===== src/spq_pkg.sv =====
// Shared types and codes for the stable priority queue.
`timescale 1ns / 1ps
`default_nettype none

package spq_pkg;

  localparam int QUEUE_DEPTH_DEF = 16;

  localparam int PRIO_W    = 16;
  localparam int PAYLOAD_W = 32;
  localparam int STATUS_W  = 2;

  // Operation codes carried in the op field
  localparam logic OP_ENQ = 1'b0;
  localparam logic OP_DEQ = 1'b1;

  // Result status codes
  localparam logic [STATUS_W-1:0] STAT_ENQUEUED = 2'd0;
  localparam logic [STATUS_W-1:0] STAT_DEQUEUED = 2'd1;
  localparam logic [STATUS_W-1:0] STAT_EMPTY    = 2'd2;
  localparam logic [STATUS_W-1:0] STAT_FULL     = 2'd3;

  typedef logic signed [PRIO_W-1:0] prio_t;
  typedef logic [PAYLOAD_W-1:0]     payload_t;
  typedef logic [STATUS_W-1:0]      status_code_t;

  // Controller to datapath
  typedef struct packed {
    logic         load;  // capture the input transaction
    logic         exec;  // apply the held item to the cells, load the output
    status_code_t code;  // outcome of the held item
  } spq_cmd_t;

  // Datapath to controller
  typedef struct packed {
    logic item_deq;  // held item is a dequeue
    logic empty;
    logic full;
  } spq_stat_t;

endpackage : spq_pkg

`default_nettype wire


===== src/spq_ctrl.sv =====
// Handshake controller for the stable priority queue.
`timescale 1ns / 1ps
`default_nettype none

module spq_ctrl
  import spq_pkg::*;
(
  input  wire logic      clk,
  input  wire logic      rst,
  input  wire logic      in_valid,
  output logic           in_ready,
  output logic           out_valid,
  input  wire logic      out_ready,
  input  wire spq_stat_t stat,
  output spq_cmd_t       cmd
);

  localparam logic ST_IDLE = 1'b0;
  localparam logic ST_BUSY = 1'b1;

  logic state;
  logic state_next;
  logic out_valid_next;
  logic exec;
  logic load;

  // Execute once the output register is free or being emptied this cycle
  assign exec     = (state == ST_BUSY) && (!out_valid || out_ready);
  assign in_ready = (state == ST_IDLE) || exec;
  assign load     = in_valid && in_ready;

  always_comb begin
    cmd.load = load;
    cmd.exec = exec;
    if (stat.item_deq) begin
      cmd.code = stat.empty ? STAT_EMPTY : STAT_DEQUEUED;
    end else begin
      cmd.code = stat.full ? STAT_FULL : STAT_ENQUEUED;
    end
  end

  always_comb begin
    state_next = state;
    case (state)
      ST_IDLE: begin
        if (load) state_next = ST_BUSY;
      end
      ST_BUSY: begin
        if (exec && !load) state_next = ST_IDLE;
      end
      default: state_next = ST_IDLE;
    endcase
  end

  always_comb begin
    out_valid_next = out_valid;
    if (exec) begin
      out_valid_next = 1'b1;
    end else if (out_ready) begin
      out_valid_next = 1'b0;
    end
  end

  always_ff @(posedge clk) begin
    if (rst) begin
      state     <= ST_IDLE;
      out_valid <= 1'b0;
    end else begin
      state     <= state_next;
      out_valid <= out_valid_next;
    end
  end

endmodule : spq_ctrl

`default_nettype wire


===== src/spq_datapath.sv =====
// Sorted shift-register cells, item register and result register.
`timescale 1ns / 1ps
`default_nettype none

module spq_datapath
  import spq_pkg::*;
#(
  parameter int QUEUE_DEPTH = QUEUE_DEPTH_DEF
) (
  input  wire logic         clk,
  input  wire logic         rst,
  input  wire spq_cmd_t     cmd,
  output spq_stat_t         stat,
  input  wire logic         op,
  input  wire prio_t        priority_req,
  input  wire payload_t     payload,
  output status_code_t      status,
  output payload_t          out_payload,
  output prio_t             out_priority
);

  localparam int CNT_W = $clog2(QUEUE_DEPTH + 1);

  logic            item_op;
  prio_t           item_prio;
  payload_t        item_payload;
  logic [CNT_W-1:0] count;

  prio_t    cell_prio    [QUEUE_DEPTH];
  payload_t cell_payload [QUEUE_DEPTH];
  logic [QUEUE_DEPTH-1:0] ge;

  logic do_enq;
  logic do_deq;

  assign do_enq = cmd.exec && (cmd.code == STAT_ENQUEUED);
  assign do_deq = cmd.exec && (cmd.code == STAT_DEQUEUED);

  assign stat.item_deq = (item_op == OP_DEQ);
  assign stat.empty    = (count == '0);
  assign stat.full     = (count == CNT_W'(QUEUE_DEPTH));

  always_ff @(posedge clk) begin
    if (cmd.load) begin
      item_op      <= op;
      item_prio    <= priority_req;
      item_payload <= payload;
    end
  end

  always_ff @(posedge clk) begin
    if (rst) begin
      count <= '0;
    end else if (do_enq) begin
      count <= count + CNT_W'(1);
    end else if (do_deq) begin
      count <= count - CNT_W'(1);
    end
  end

  // Each cell compares locally; the occupied cells with ge set form a prefix
  for (genvar i = 0; i < QUEUE_DEPTH; i++) begin : g_cell
    logic prev_ge;

    assign ge[i] = (count > CNT_W'(i)) && (cell_prio[i] >= item_prio);

    if (i == 0) begin : g_head
      assign prev_ge = 1'b1;
    end else begin : g_body
      assign prev_ge = ge[i-1];
    end

    always_ff @(posedge clk) begin
      if (do_enq && !ge[i]) begin
        if (prev_ge) begin
          cell_prio[i]    <= item_prio;
          cell_payload[i] <= item_payload;
        end else begin
          // Shift towards the tail to make room behind equal priorities
          cell_prio[i]    <= cell_prio[(i == 0) ? 0 : i-1];
          cell_payload[i] <= cell_payload[(i == 0) ? 0 : i-1];
        end
      end else if (do_deq && (i < QUEUE_DEPTH - 1)) begin
        cell_prio[i]    <= cell_prio[(i < QUEUE_DEPTH - 1) ? i+1 : i];
        cell_payload[i] <= cell_payload[(i < QUEUE_DEPTH - 1) ? i+1 : i];
      end
    end
  end

  always_ff @(posedge clk) begin
    if (cmd.exec) begin
      status <= cmd.code;
      if (cmd.code == STAT_DEQUEUED) begin
        out_payload  <= cell_payload[0];
        out_priority <= cell_prio[0];
      end else begin
        out_payload  <= '0;
        out_priority <= '0;
      end
    end
  end

endmodule : spq_datapath

`default_nettype wire


===== src/stable_priority_queue_core.sv =====
// Top level of the stable priority queue.
//
//  channel  | handshake            | payload
//  ---------+----------------------+-------------------------------------
//  input    | in_valid / in_ready  | op, priority_req, payload
//  output   | out_valid / out_ready| status, out_payload, out_priority
//
// A transaction is first captured in the item register, then applied to the
// row of cells as its result is loaded into the output register. One
// transaction per cycle is sustained while results are taken. Reset clears
// the entry count and the handshake state; cell contents are not cleared. A
// stalled output holds its result, the pending item waits in the item
// register and in_ready drops until the output frees.
`timescale 1ns / 1ps
`default_nettype none

module stable_priority_queue_core
  import spq_pkg::*;
#(
  parameter int QUEUE_DEPTH = QUEUE_DEPTH_DEF
) (
  input  wire logic     clk,
  input  wire logic     rst,
  input  wire logic     in_valid,
  output logic          in_ready,
  input  wire logic     op,
  input  wire prio_t    priority_req,
  input  wire payload_t payload,
  output logic          out_valid,
  input  wire logic     out_ready,
  output status_code_t  status,
  output payload_t      out_payload,
  output prio_t         out_priority
);

  spq_cmd_t  cmd;
  spq_stat_t stat;

  spq_ctrl u_ctrl (
    .clk       (clk),
    .rst       (rst),
    .in_valid  (in_valid),
    .in_ready  (in_ready),
    .out_valid (out_valid),
    .out_ready (out_ready),
    .stat      (stat),
    .cmd       (cmd)
  );

  spq_datapath #(
    .QUEUE_DEPTH (QUEUE_DEPTH)
  ) u_datapath (
    .clk          (clk),
    .rst          (rst),
    .cmd          (cmd),
    .stat         (stat),
    .op           (op),
    .priority_req (priority_req),
    .payload      (payload),
    .status       (status),
    .out_payload  (out_payload),
    .out_priority (out_priority)
  );

endmodule : stable_priority_queue_core

`default_nettype wire

===== config.mk =====
export PLATFORM = sky130hd
export DESIGN_NAME = stable_priority_queue_core
export DESIGN_NICKNAME = d
export VERILOG_FILES = /design/src/spq_pkg.sv /design/src/spq_ctrl.sv /design/src/spq_datapath.sv /design/src/stable_priority_queue_core.sv
export SDC_FILE = /design/constraint.sdc
export NUM_CORES = 2
export LEC_CHECK = 0
export BUFFER_PORTS_ARGS = -buffer_cell sky130_fd_sc_hd__buf_2
export CAP_MARGIN = 25
export CELL_PAD_IN_SITES_DETAIL_PLACEMENT = 0
export CELL_PAD_IN_SITES_GLOBAL_PLACEMENT = 1
export CORE_ASPECT_RATIO = 0.75
export CORE_MARGIN = 4
export CORE_UTILIZATION = 32
export CTS_CLUSTER_DIAMETER = 200
export CTS_CLUSTER_SIZE = 30
export DETAILED_ROUTE_END_ITERATION = 16
export PLACE_DENSITY = 0.54
export SKIP_LAST_GASP = 1
export SLEW_MARGIN = 25
export SYNTH_ARGS = -nofsm -noshare
export SYNTH_HDL_FRONTEND = slang
export SYNTH_SLANG_ARGS = --single-unit

===== constraint.sdc =====
create_clock -name clk -period 6.2 [get_ports clk]
set_input_delay 1.24 -clock clk [delete_from_list [all_inputs] [get_ports clk]]
set_output_delay 1.24 -clock clk [all_outputs]
set_load 0.02 [all_outputs]

==> impl_results.md <==
- Status: completed
- Die Ht: between 300 and 400 um
- Worst Tran Pin Value: ~1100 ps
- Main area contributors after synthesis: edfxtp_1, a221o_1, ha_1
- Layout area overhead: 8.656%
- Switching Share: 31.16%
- Die ar.: between 150000 and 200000 um^2
- Post-placement cell count: slightly below 6000
- Critical path's largest stage delay: ~850 ps
- Reg2Reg Depth: 10
- Post-DRT Antenna Nets: 0
- Vias in the first global route: between 30000 and 40000
- Final nets: between 4000 and 5000
- Hold WS: about 540 ps
- Fin crit share: between 80% and 90%
- Crit path DAT: roughly 5500 ps
- Grt ovf: 0
- Synth top area share: 54.85%
- Overall power: 13.42 mW
- CP endpoint kind: flop
- Sequential-to-total area share from yosys stat: a little under three fifths
- Core ar.: ~150000 um^2
- Synth warnings: 0
- CTS Hold Bufs: 0
- Total track usage: between 20% and 30%
- Site row count: about 120
- Multi-input logic area: 19860 um^2
- Pre-CTS setup slack: roughly 1400 ps
- Post-synthesis register bit count: 874
- M3 GR Usage: under 10%
- Synth Flop Type: edfxtp_1
- Drt via density: approximately 6
- Post-DP HPWL: between 100000 and 150000 um
- Library cells used by synthesis: 68
- RR Startpoint: u_datapath.item_prio[6]$_DFFE_PP_
- Maximum root-to-sink buffer count: 3
- Peak VDD IR: about 180 uV
- CTS sink cnt: approximately 870
- Relative slew margins: between 20% and 30%
- GR Util met2: 25.53%
- # H-tree levels: 2
- First-pass GRT wire length: 250400 um
- Worst R2R End: u_datapath.cell_payload[1][79]$_DFFE_PP_
- Req. time, crit path: roughly 6700 ps
- DR DRC count: 0
- Cell count after synthesis: 4047
- Clk Latency, worst-skew pair: ~640 ps
- RSZ-0062 raised after global routing: false
- Synth area leader: edfxtp_1
- I/O Buffers: 104
- Postcts setup bufs: 0
- Layout cells sized above 1: about 10%
- Sequential share of power: about 57%
- Worst-path fanout max: 48
- Post-synth EDFFs: approximately 870
- Routed WL: 175600 um
- Clock-pin slew on the worst setup and hold paths: between 100 and 150 ps
- Utilization after layout: 34.98%
- Largest net degree at the start of global routing: 121
- Placement Cell Area: slightly above 50000 um^2
- Mapped Nets: around 4400
- Fin crit period: between 5000 and 6000 ps
- Routability cong.: slightly below 0.9
- Clock share of power: a little under a quarter
- Slowest CP cell: a21oi_4
- CTS tree: done
- Int Pwr: 9.240 mW
- Non-Filler Instances: about 5900
- Fill count: between 10000 and 15000
- Worst Clk Skew: about 68 ps
- Max-cap violations: 0
- Slew Viols, Final: 0
- Worst path cell trace: buf_4, clkinv_1, ha_1, nand4_1, or4_1, and3_1, and4_1, or3_4, a21oi_4, a221o_1
- CTS Root Cell: clkbuf_16
- Leak pwr: 18.62 nW
- Die width: 452.7 um
- Global routing's busiest layer: met1
- Hold Crit Class: flop to flop
- Cts bufs inserted: 35
- R2r setup slk: 1180 ps
- Design Area, Final: just over 50000 um^2
- DR WL/cell: 29.62 um
- Via Count: ~36000
- Setup_tns: 0 ps
- Synth async-reset ratio: 0%
- Critical Path Start Type: flop
- Initial antenna violation count: 2
- Hold Crit Start: u_ctrl.state$_SDFF_PP0_
- Cts repair resizes: 0
- Drt first-iter violations: approximately 4800
- Setup WS post-layout: 1183 ps
- GR Layer Usage met1: just under 40%
- Crit path kind: flop to flop
- Fin. Hold Viols: 0
- Power Dens Cells: approximately 260 nW/um^2
- Hold endpoint: u_ctrl.out_valid$_SDFFE_PP0P_
- Hold Crit Depth: 2
- Fmax: ~200 MHz
- CP Buf/Inv Count: 2
- Final setup viols: 0
- Worst Setup SP: u_datapath.item_prio[6]$_DFFE_PP_
- P_sw: between 4 and 5 mW
- Combinational share of power: 20.1%
- Ports: roughly 110
- Delay-heaviest family, CP: simple AND/OR/NAND/NOR gates
- Pre-antenna DRT Iters: 7
- Mapped Area: 47470 um^2
- Register area: between 20000 and 30000 um^2
- Avg Inst Size Synth: 11.73 um^2
- Initial Utilization: about 32%
[flip-flops by register name, indices dropped and copies added (netlist names)]
| register | count |
|---|---|
| u_ctrl.out_valid | 1 |
| u_ctrl.state | 1 |
| u_datapath.cell_payload | 512 |
| u_datapath.cell_prio | 256 |
| u_datapath.count | 5 |
| u_datapath.item_op | 1 |
| u_datapath.item_payload | 32 |
| u_datapath.item_prio | 16 |
| u_datapath.out_payload | 32 |
| u_datapath.out_priority | 16 |
| u_datapath.status | 2 |
[worst max path at each step]
| stage | depth (start not counted) | slack [ps] | endpoint |
|---|---|---|---|
| after detailed placement | 9 | 1360 | u_datapath.cell_payload[1][79]$_DFFE_PP_ |
| after global placement | 9 | 1380 | u_datapath.cell_payload[1][77]$_DFFE_PP_ |
| final | 10 | 1180 | u_datapath.cell_payload[1][79]$_DFFE_PP_ |
| after global routing | 10 | 940 | u_datapath.cell_payload[1][79]$_DFFE_PP_ |
| after floorplan | 5 | 80 | u_datapath.cell_payload[0][64]$_DFFE_PP_ |
| after CTS | 9 | 1320 | u_datapath.cell_payload[1][79]$_DFFE_PP_ |
[area by class of cell]
type | count | share of cell area, %
clock inverters | 1 | 0.05822
inverters | 88 | 0.6550
well taps | 1984 | 4.813
multi-input cells | 2699 | 38.50
repair buffers | 237 | 3.370
flip-flops and latches | 874 | 50.75
clock buffers | 43 | 1.839
diodes | 4 | 0.01941
[cell usage after synthesis, types with 8 or more instances]
cell	count
buf_2	64
and3_1	294
ha_1	261
nor2b_1	17
nor3b_1	9
a221o_1	432
a221oi_1	8
a22o_1	21
edfxtp_1	867
a31oi_1	38
a211o_1	24
and2_1	47
nand2b_1	14
o31ai_1	12
or3_1	8
nand4_1	99
clkbuf_1	285
nor2_1	87
buf_4	8
buf_1	28
nor4_1	32
o21ai_0	42
a22oi_1	9
o211ai_1	234
nor3_1	119
mux2_2	53
a211oi_1	21
inv_1	87
nand2_1	401
nand3_1	111
a21o_1	57
a21oi_1	172
[cell families (layout without fill, tap and decap cells)]
group                    Yosys count  after routing  synth area share [%]
AND/OR/NAND/NOR                 1261           1261                 13.56
AO/OA/AOI/OAI                   1120           1120                 19.07
flip-flops                       874            874                 55.14
buffers and inverters            474            369                 3.996
adder cells (fa/ha/maj)          261            261                 6.880
multiplexers                      54             54                 1.305
XOR/XNOR                           3              3               0.05536
other                              0              4                     0
[layer usage]
layer | wire length (um) | vias to the layer above
met4 | 1730 | 0
met5 | 0 | -
met1 | 93610 | 18440
li1 | - | 16020
met3 | 18840 | 78
met2 | 61460 | 1639
[worst reg2reg max path, stage by stage, from the launching register on]
cell and delay, ps:
edfxtp_1 350, buf_4 260, clkinv_1 810, ha_1 700
nand4_1 120, or4_1 520, and3_1 180, and4_1 200
or3_4 570, a21oi_4 890, a221o_1 300
[placed cells by master (no fill, tap or decap), drive strengths merged, types with 7 or more instances in the layout]
master	Yosys	routed
edfxtp	867	867
a221o	432	432
nand2	401	401
and3	294	294
ha	261	261
buf	101	237
o211ai	234	234
a21oi	174	174
nor3	120	120
nand3	111	111
nand4	99	99
nor2	87	87
inv	88	85
a21o	57	57
mux2	53	53
and2	47	47
clkbuf	285	43
o21ai	43	43
a31oi	38	38
nor4	32	32
a211o	24	24
a211oi	21	21
a22o	21	21
nor2b	17	17
nand2b	14	14
o31ai	12	12
nor3b	10	10
a22oi	9	9
a221oi	8	8
or3	8	8
dfxtp	7	7
[power by group through the flow]
stage                     combinational, mW  clock, mW  sequential (mW)
after floorplan                        1.78          0             7.52
after global placement                 2.65          0             7.70
after detailed placement               2.69          0             7.70
after CTS                              2.70       3.23             7.56
after global routing                   2.96       3.41             7.62
final                                  2.70       3.13             7.59
(Power assumes the default switching activity.)
